**src/design/dwma_pkg.sv**
```systemverilog
`default_nettype none

package dwma_pkg;

    localparam int SAMPLE_W    = 10;   // width of the sample port
    localparam int OUT_W       = 10;   // width of each average port
    localparam int INTERVAL_W  = 16;
    localparam logic [INTERVAL_W-1:0] INTERVAL_RESET = 16'd100;

    localparam int APB_DATA_W  = 32;
    localparam int APB_ADDR_W  = 3;
    localparam logic REG_INTERVAL = 1'b0;   // word index of report_interval

    localparam int FIFO_DEPTH  = 4;
    localparam int FIFO_PTR_W  = $clog2(FIFO_DEPTH);
    localparam int FIFO_CNT_W  = $clog2(FIFO_DEPTH + 3);

    typedef enum logic {
        ACT_SAMPLE = 1'b0,
        ACT_TICK   = 1'b1
    } t_action;

    typedef struct packed {
        logic [OUT_W-1:0] short_avg;
        logic [OUT_W-1:0] long_avg;
    } t_result;

endpackage

`default_nettype wire

```
**src/design/dwma_ring.sv**
```systemverilog
`default_nettype none

// One window: ring memory with per-entry valid bits, write pointer and
// running sum. The oldest entry is read and overwritten at the same edge;
// the sum is updated in the following cycle from the registered read data.
module dwma_ring
    import dwma_pkg::*;
#(
    parameter int DEPTH  = 8,
    parameter int DATA_W = 10,
    parameter int SUM_W  = DATA_W + $clog2(DEPTH)
) (
    input  wire logic              i_clk,
    input  wire logic              i_rst_n,
    input  wire logic              i_wr_en,
    input  wire logic [DATA_W-1:0] i_wr_data,
    output logic      [SUM_W-1:0]  o_sum
);

    localparam int PTR_W = $clog2(DEPTH);

    logic [DATA_W-1:0] r_mem [DEPTH];
    logic [DEPTH-1:0]  r_vld;
    logic [PTR_W-1:0]  r_pos;
    logic [DATA_W-1:0] r_rd;
    logic              r_rd_vld;
    logic [DATA_W-1:0] r_new;
    logic              r_upd;
    logic [SUM_W-1:0]  r_sum;
    logic [SUM_W-1:0]  n_sum;
    logic [DATA_W-1:0] w_old;

    // Read-before-write on the same address; consecutive writes always hit
    // different entries since DEPTH >= 2, so no forwarding is needed.
    always_ff @(posedge i_clk) begin
        if (i_wr_en) begin
            r_mem[r_pos] <= i_wr_data;
        end
        r_rd  <= r_mem[r_pos];
        r_new <= i_wr_data;
    end

    always_ff @(posedge i_clk) begin
        if (!i_rst_n) begin
            r_vld    <= '0;
            r_pos    <= '0;
            r_rd_vld <= 1'b0;
            r_upd    <= 1'b0;
            r_sum    <= '0;
        end else begin
            r_upd    <= i_wr_en;
            r_rd_vld <= r_vld[r_pos];
            if (i_wr_en) begin
                r_vld[r_pos] <= 1'b1;
                r_pos <= (r_pos == PTR_W'(DEPTH - 1)) ? '0 : r_pos + 1'b1;
            end
            if (r_upd) begin
                r_sum <= n_sum;
            end
        end
    end

    // never-written entries count as zero
    assign w_old = r_rd_vld ? r_rd : '0;
    assign n_sum = r_sum - SUM_W'(w_old) + SUM_W'(r_new);
    assign o_sum = r_sum;

endmodule

`default_nettype wire

```
**src/design/dwma_div.sv**
```systemverilog
`default_nettype none

// Division of a bounded sum by a constant: multiply by a rounded-up
// reciprocal, register, then shift. Exact for every sum below 2**SUM_W.
module dwma_div
    import dwma_pkg::*;
#(
    parameter int DIVISOR = 50,
    parameter int SUM_W   = 16,
    parameter int Q_W     = 10
) (
    input  wire logic             i_clk,
    input  wire logic             i_en,
    input  wire logic [SUM_W-1:0] i_sum,
    output logic      [Q_W-1:0]   o_quot
);

    localparam int SH     = SUM_W + $clog2(DIVISOR);
    localparam int M_W    = SUM_W + 1;
    localparam int P_W    = SUM_W + M_W;
    localparam logic [M_W-1:0] RECIP = M_W'(((1 << SH) + DIVISOR - 1) / DIVISOR);

    logic [P_W-1:0] r_prod;

    always_ff @(posedge i_clk) begin
        if (i_en) begin
            r_prod <= P_W'(i_sum) * P_W'(RECIP);
        end
    end

    assign o_quot = r_prod[SH +: Q_W];

endmodule

`default_nettype wire

```
**src/design/dual_window_moving_average.sv**
```systemverilog
// Channel   Direction  Handshake                 Word
// input     in         i_in_valid / o_in_stall   i_action, i_sample
// result    out        o_out_valid / i_out_stall o_short_average, o_long_average
// config    in         APB write, pready = 1     report_interval at byte address 0
//
// One word is taken every cycle while o_in_stall is low; samples and ticks may follow back to back.
// A reporting tick's result passes the report flag, then the reciprocal multiply, then
// the 4-entry queue, where it becomes valid and can be taken.
// o_in_stall rises only when the queue plus reports in flight would overflow it.
// Synchronous active-low reset clears rings (valid bits), sums, tick counter,
// queue and sets report_interval to 100; no clearing pass is needed.
`default_nettype none

module dual_window_moving_average
    import dwma_pkg::*;
#(
    parameter int SHORT_WINDOW = 8,
    parameter int LONG_WINDOW  = 50,
    parameter int SAMPLE_BITS  = 10
) (
    input  wire logic                  i_clk,
    input  wire logic                  i_rst_n,
    input  wire logic                  i_in_valid,
    output logic                       o_in_stall,
    input  wire logic                  i_action,
    input  wire logic [SAMPLE_W-1:0]   i_sample,
    output logic                       o_out_valid,
    input  wire logic                  i_out_stall,
    output logic      [OUT_W-1:0]      o_short_average,
    output logic      [OUT_W-1:0]      o_long_average,
    input  wire logic                  psel,
    input  wire logic                  penable,
    input  wire logic                  pwrite,
    input  wire logic [APB_ADDR_W-1:0] paddr,
    input  wire logic [APB_DATA_W-1:0] pwdata,
    output logic      [APB_DATA_W-1:0] prdata,
    output logic                       pready
);

    localparam int SHORT_SUM_W = SAMPLE_BITS + $clog2(SHORT_WINDOW);
    localparam int LONG_SUM_W  = SAMPLE_BITS + $clog2(LONG_WINDOW);
    localparam int SWIDE_W     = (SAMPLE_BITS > SAMPLE_W) ? SAMPLE_BITS : SAMPLE_W;
    localparam int QWIDE_W     = (SAMPLE_BITS > OUT_W) ? SAMPLE_BITS : OUT_W;

    logic                   w_in_acc;
    logic                   w_smp_acc;
    logic                   w_rep;
    logic [SWIDE_W-1:0]     w_smp_wide;
    logic [SAMPLE_BITS-1:0] w_smp;

    logic [INTERVAL_W-1:0]  r_interval;
    logic [INTERVAL_W-1:0]  r_tick;
    logic                   r_s1_rep;
    logic                   r_s2_rep;

    logic [SHORT_SUM_W-1:0] w_short_sum;
    logic [LONG_SUM_W-1:0]  w_long_sum;
    logic [SAMPLE_BITS-1:0] w_short_q;
    logic [SAMPLE_BITS-1:0] w_long_q;
    logic [QWIDE_W-1:0]     w_short_qw;
    logic [QWIDE_W-1:0]     w_long_qw;

    t_result                r_fifo [FIFO_DEPTH];
    logic [FIFO_PTR_W-1:0]  r_wr_ptr;
    logic [FIFO_PTR_W-1:0]  r_rd_ptr;
    logic [FIFO_CNT_W-1:0]  r_count;
    logic [FIFO_CNT_W-1:0]  w_committed;
    logic                   w_push;
    logic                   w_pop;
    logic                   w_cfg_wr;
    t_result                w_push_word;

    // ---- input side ----
    assign w_in_acc   = i_in_valid & ~o_in_stall;
    assign w_smp_acc  = w_in_acc & (t_action'(i_action) == ACT_SAMPLE);
    assign w_rep      = w_in_acc & (t_action'(i_action) == ACT_TICK) &
                        (r_tick >= r_interval);
    assign w_smp_wide = SWIDE_W'(i_sample);
    assign w_smp      = w_smp_wide[SAMPLE_BITS-1:0];

    assign w_cfg_wr = psel & penable & pwrite & pready;
    assign pready   = 1'b1;
    assign prdata   = (paddr[APB_ADDR_W-1] == REG_INTERVAL) ?
                      APB_DATA_W'(r_interval) : '0;

    always_ff @(posedge i_clk) begin
        if (!i_rst_n) begin
            r_interval <= INTERVAL_RESET;
            r_tick     <= '0;
            r_s1_rep   <= 1'b0;
            r_s2_rep   <= 1'b0;
        end else begin
            if (w_cfg_wr && paddr[APB_ADDR_W-1] == REG_INTERVAL) begin
                r_interval <= pwdata[INTERVAL_W-1:0];
            end
            if (w_in_acc && t_action'(i_action) == ACT_TICK) begin
                r_tick <= w_rep ? '0 : r_tick + 1'b1;
            end
            r_s1_rep <= w_rep;
            r_s2_rep <= r_s1_rep;
        end
    end

    // ---- windows ----
    dwma_ring #(
        .DEPTH  (SHORT_WINDOW),
        .DATA_W (SAMPLE_BITS),
        .SUM_W  (SHORT_SUM_W)
    ) u_short_ring (
        .i_clk     (i_clk),
        .i_rst_n   (i_rst_n),
        .i_wr_en   (w_smp_acc),
        .i_wr_data (w_smp),
        .o_sum     (w_short_sum)
    );

    dwma_ring #(
        .DEPTH  (LONG_WINDOW),
        .DATA_W (SAMPLE_BITS),
        .SUM_W  (LONG_SUM_W)
    ) u_long_ring (
        .i_clk     (i_clk),
        .i_rst_n   (i_rst_n),
        .i_wr_en   (w_smp_acc),
        .i_wr_data (w_smp),
        .o_sum     (w_long_sum)
    );

    // A report one stage in sees sums that hold every earlier sample.
    dwma_div #(
        .DIVISOR (SHORT_WINDOW),
        .SUM_W   (SHORT_SUM_W),
        .Q_W     (SAMPLE_BITS)
    ) u_short_div (
        .i_clk  (i_clk),
        .i_en   (r_s1_rep),
        .i_sum  (w_short_sum),
        .o_quot (w_short_q)
    );

    dwma_div #(
        .DIVISOR (LONG_WINDOW),
        .SUM_W   (LONG_SUM_W),
        .Q_W     (SAMPLE_BITS)
    ) u_long_div (
        .i_clk  (i_clk),
        .i_en   (r_s1_rep),
        .i_sum  (w_long_sum),
        .o_quot (w_long_q)
    );

    // ---- result queue ----
    assign w_short_qw            = QWIDE_W'(w_short_q);
    assign w_long_qw             = QWIDE_W'(w_long_q);
    assign w_push_word.short_avg = w_short_qw[OUT_W-1:0];
    assign w_push_word.long_avg  = w_long_qw[OUT_W-1:0];

    assign w_push = r_s2_rep;
    assign w_pop  = o_out_valid & ~i_out_stall;

    always_ff @(posedge i_clk) begin
        if (w_push) begin
            r_fifo[r_wr_ptr] <= w_push_word;
        end
    end

    always_ff @(posedge i_clk) begin
        if (!i_rst_n) begin
            r_wr_ptr <= '0;
            r_rd_ptr <= '0;
            r_count  <= '0;
        end else begin
            if (w_push) begin
                r_wr_ptr <= r_wr_ptr + 1'b1;
            end
            if (w_pop) begin
                r_rd_ptr <= r_rd_ptr + 1'b1;
            end
            r_count <= r_count + FIFO_CNT_W'(w_push) - FIFO_CNT_W'(w_pop);
        end
    end

    // queued words plus reports still in the pipe must leave room for one more
    assign w_committed = r_count + FIFO_CNT_W'(r_s1_rep) + FIFO_CNT_W'(r_s2_rep);
    assign o_in_stall  = (w_committed >= FIFO_CNT_W'(FIFO_DEPTH));

    assign o_out_valid     = (r_count != '0);
    assign o_short_average = r_fifo[r_rd_ptr].short_avg;
    assign o_long_average  = r_fifo[r_rd_ptr].long_avg;

endmodule

`default_nettype wire

```
**config.mk**
```make
export PLATFORM = sky130hd
export DESIGN_NAME = dual_window_moving_average
export DESIGN_NICKNAME = d
export VERILOG_FILES = /design/src/design/dwma_pkg.sv /design/src/design/dwma_ring.sv /design/src/design/dwma_div.sv /design/src/design/dual_window_moving_average.sv
export SDC_FILE = /design/constraint.sdc
export NUM_CORES = 1
export LEC_CHECK = 0
export BUFFER_PORTS_ARGS = -buffer_cell sky130_fd_sc_hd__buf_2
export CAP_MARGIN = 10
export CORE_ASPECT_RATIO = 1.5
export CORE_MARGIN = 5
export CORE_UTILIZATION = 60
export DETAILED_ROUTE_END_ITERATION = 8
export GPL_TIMING_DRIVEN = 0
export PLACE_DENSITY = 0.88
export RECOVER_POWER = 50
export SYNTH_ARGS = -nofsm -noshare
export SYNTH_HDL_FRONTEND = slang
export SYNTH_SLANG_ARGS = --single-unit
```
**constraint.sdc**
```tcl
create_clock -name i_clk -period 15.9 [get_ports i_clk]
set_input_delay 2.385 -clock i_clk [delete_from_list [all_inputs] [get_ports i_clk]]
set_output_delay 2.385 -clock i_clk [all_outputs]
set_load 0.02 [all_outputs]
```
==> results.py <==
metrics = {
    "sta": {
        "hold_viol_final": 0,
        "fmax_mhz": 146.9,
        "slew_headroom": -1.100,
        "skew_ps": 22.03,
        "setup_tns_ps": 0,
        "rsz0062_at_grt": "false",
        "drv_slew": 642,
        "worst_pin_slew_ps": 3150,
        "period_share": 0.4281,
        "final.min_clock_period_ps": 6807,
        "setup_viol": 0,
    },
    "worst_setup_path": {
        "reg2reg_setup_slack_ps": 9090,
        "cp_slowest_cell": "dfxtp_1",
        "crit_required_ps": 16250,
        "cp_max_fo": 8,
        "crit_chain": "inv_1, ha_1, inv_1, fa_1, inv_1, fa_1, inv_1, fa_1, fa_1, inv_1, fa_1, inv_1, ha_1, nand3_1, nor3_1, nand2_1, a311oi_1, o41a_1, o221a_4, or4_1, nand3_1",
        "worstSetupPathType": "reg2reg",
        "crit_family": "adder cells",
        "critPathCaptureType": "flip-flop",
        "reg2reg_from": "u_long_ring.o_sum[5]$_SDFFE_PN0P_",
        "critPathLaunchType": "flip-flop",
        "worstPathBufferInverterCount": 6,
        "critPathMostFrequentCell": "inv_1",
        "cp_slowest_stage_delay_ps": 620,
        "r2r_cells": 21,
        "critPathArrivalTime_ps": 7160,
        "startpoint": "u_long_ring.o_sum[5]$_SDFFE_PN0P_",
        "critical_path_depth": 21,
    },
    "min_path": {
        "hold_start": "u_short_ring.o_sum[8]$_SDFFE_PN0P_",
        "min_path_type": "reg2reg",
        "hold_depth": 0,
    },
    "clock_tree": {
        "clockRootBuffer": "clkbuf_16",
        "cts_max_level": 3,
        "cts_buffers": 76,
        "clockBufferDepth": 3,
        "hold_buffers": 0,
        "cts_tree": "done",
        "cts_sinks": 852,
        "clk_latency_ps": 650,
        "path_clk_slew_ps": 60,
        "postCtsSetupRepairBufs": 0,
        "cts_resized": 0,
    },
    "synth": {
        "synth.distinct_cells": 75,
        "synth-seq-cells": 852,
        "avgSynthCellArea_sq_um": 14.05,
        "synth_edf_count": 680,
        "ys_warn_count": 0,
        "syn_area_sq_um": 38720,
        "yosysSeqAreaShare": 0.6163,
        "ys.flop_type": "edfxtp_1",
        "synth_cells": 2755,
        "ys_async_sr_fraction": 0,
    },
    "grt": {
        "grt_max_degree": 60,
        "grt-ovfl-total": 0,
        "grt_pass1_wl_mm": 162.1,
        "grt_antenna_before_repair": 2,
        "grt_pass1_vias": 25590,
        "track_usage": 0.3173,
    },
    "place": {
        "portBuffers": 70,
        "placedCellCount": 3658,
        "placed_area_sq_um": 40240,
        "dp_hpwl_mm": 76.82,
        "gp_congestion": 1.022,
    },
    "die": {
        "fp.dieH_um": 321.1,
        "die_area_sq_um": 69820,
        "initial_core_util": 0.6032,
        "chipWidth_um": 217.4,
        "core_sq_um": 64190,
        "placementRows": 114,
        "ios": 108,
    },
    "route": {
        "final_antenna_net_count": 0,
        "routed_wl_mm": 111.1,
        "wl_per_cell_um": 29.19,
        "vias": 24890,
        "via_per_inst": 6.538,
        "drt_iter0_markers": 3072,
        "drcViolationCount": 0,
        "first_pass_iters": 6,
    },
    "power_and_ir_drop": {
        "power.total_mw": 5.372,
        "ir_worst_vdd_v": 0.0001135,
        "powerDensity_nw_per_um2": 125.3,
        "leakagePower_nw": 15.97,
    },
    "layout": {
        "synthToLayoutAreaGrowth_pct": 10.76,
        "fin_nets": 3292,
        "layout-drive-gt1-share": 0.1090,
        "design_area_sq_um": 42890,
        "fillers": 4384,
        "finalNonFillerCells": 3806,
        "post-route-util": 0.6681,
    },
    "status": {
        "status": "finished with violations",
        "violations": "max-capacitance violations, max-slew violations",
    },
    "flow_run": {
        "maxCapViolCount": 13,
    },
}
[registers in the layout, indices dropped and copies added (netlist names), 3 cells and up, named ones only]
name and cells:
u_long_ring.r_mem 500, r_tick 16, r_count 3, u_long_ring.r_vld 50
u_short_div.r_prod 10, u_short_ring.r_pos 3, r_interval 16, u_short_ring.r_mem 80
r_fifo 80, u_long_div.r_prod 10, u_long_ring.o_sum 16, u_long_ring.r_new 10
u_long_ring.r_pos 6, u_short_ring.r_rd 10, u_short_ring.r_vld 8, u_short_ring.o_sum 13
u_long_ring.r_rd 10
[layer usage]
layer,global-route usage,share of wire,vias up
li1,-,-,10510
met2,0.5541,0.50,1615
met5,0,0,-
met3,0.05950,0.086,527
met1,0.3405,0.31,12230
met4,0.2396,0.097,0
[where the power goes]
part	switching (mW)	internal, mW	total (mW)	leakage [nW]
Combinational	0.617	0.377	0.994	7.20
Sequential	0.0337	2.44	2.48	7.53
Clock	0.812	1.09	1.90	1.24
Total	1.46	3.91	5.37	16.0
[Yosys cell counts, types with 15 or more instances]
cell type / number / area share
xnor2_1: 24 / 0.0054
buf_4: 17 / 0.0033
nor3_1: 28 / 0.0036
and2_1: 45 / 0.0073
o21ai_0: 36 / 0.0047
ha_1: 188 / 0.061
xor2_1: 27 / 0.0061
a22o_1: 30 / 0.0068
a22oi_1: 130 / 0.025
clkbuf_1: 76 / 0.0074
nand2_1: 122 / 0.012
a31oi_1: 18 / 0.0029
o22ai_1: 17 / 0.0027
nand3_1: 42 / 0.0054
o21a_1: 63 / 0.012
a21boi_0: 21 / 0.0041
dfxtp_1: 172 / 0.089
a21o_1: 20 / 0.0039
a21oi_1: 61 / 0.0079
fa_1: 117 / 0.060
a221oi_1: 42 / 0.0095
edfxtp_1: 680 / 0.53
inv_1: 278 / 0.027
mux2i_1: 62 / 0.016
mux2_2: 27 / 0.0079
nor2b_1: 33 / 0.0053
nor2_1: 143 / 0.014
buf_2: 18 / 0.0023
nand4_1: 15 / 0.0024
buf_1: 15 / 0.0015
mux4_2: 47 / 0.027
[kinds of logic (layout without fill, tap and decap cells)]
kind of cell               after synthesis  count (layout)  synth area share
other                                    2              19         0.0001940
adders and majority gates              305             305            0.1212
xor gates and xnor gates                51              51           0.01154
muxes                                  136             136           0.05122
buffers and inverters                  409             631           0.04188
and+or+nand+nor                        479             479           0.05884
DFF                                    852             852            0.6163
AOI/OAI and AO/OA                      521             521           0.09878
[layout by cell type, fill, tap and decap left out, types with 33 or more instances in the layout]
cell / synthesis / layout
mux4_2: 47 / 47
nand2_1: 122 / 122
dfxtp_1: 172 / 172
clkbuf_16: 0 / 77
ha_1: 188 / 188
buf_2: 18 / 79
o21ai_0: 36 / 36
and2_1: 45 / 41
inv_1: 278 / 278
nor2b_1: 33 / 33
edfxtp_1: 680 / 680
fa_1: 117 / 117
a22oi_1: 130 / 130
mux2i_1: 62 / 62
clkbuf_1: 76 / 100
nand3_1: 42 / 42
a21oi_1: 61 / 61
nor2_1: 143 / 137
a221oi_1: 42 / 42
o21a_1: 63 / 63
[worst paths after layout]
path                                      endpoint
hold / removal    u_short_div.r_prod[21]$_DFFE_PP_
setup reg to reg   u_long_div.r_prod[31]$_DFFE_PP_
setup / recovery   u_long_div.r_prod[31]$_DFFE_PP_
hold reg to reg   u_short_div.r_prod[21]$_DFFE_PP_
[per-stage QoR]
step | setup slack (ps) | hold slack [ps]
after floorplan | 10040 | 408.2
after global placement | 9186 | 426.4
after detailed placement | 9100 | 414.6
after CTS | 9009 | 429.4
after global routing | 8734 | 450.4
final | 9093 | 428.4
[area by class of cell]
| class | count | area, sq um | share of cell area |
|---|---|---|---|
| Multi-Input combinational cell | 1509 | 13330 | 0.3109 |
| Clock inverter | 40 | 489.2 | 0.01141 |
| Inverter | 283 | 1062 | 0.02477 |
| Buffer | 126 | 559.3 | 0.01304 |
| Antenna cell | 2 | 5.005 | 0.0001167 |
| Timing Repair Buffer | 86 | 491.7 | 0.01147 |
| Tap cell | 812 | 1016 | 0.02369 |
| Sequential cell | 852 | 23860 | 0.5564 |
| Clock buffer | 96 | 2068 | 0.04823 |
Power figures use the tool's default switching activity.
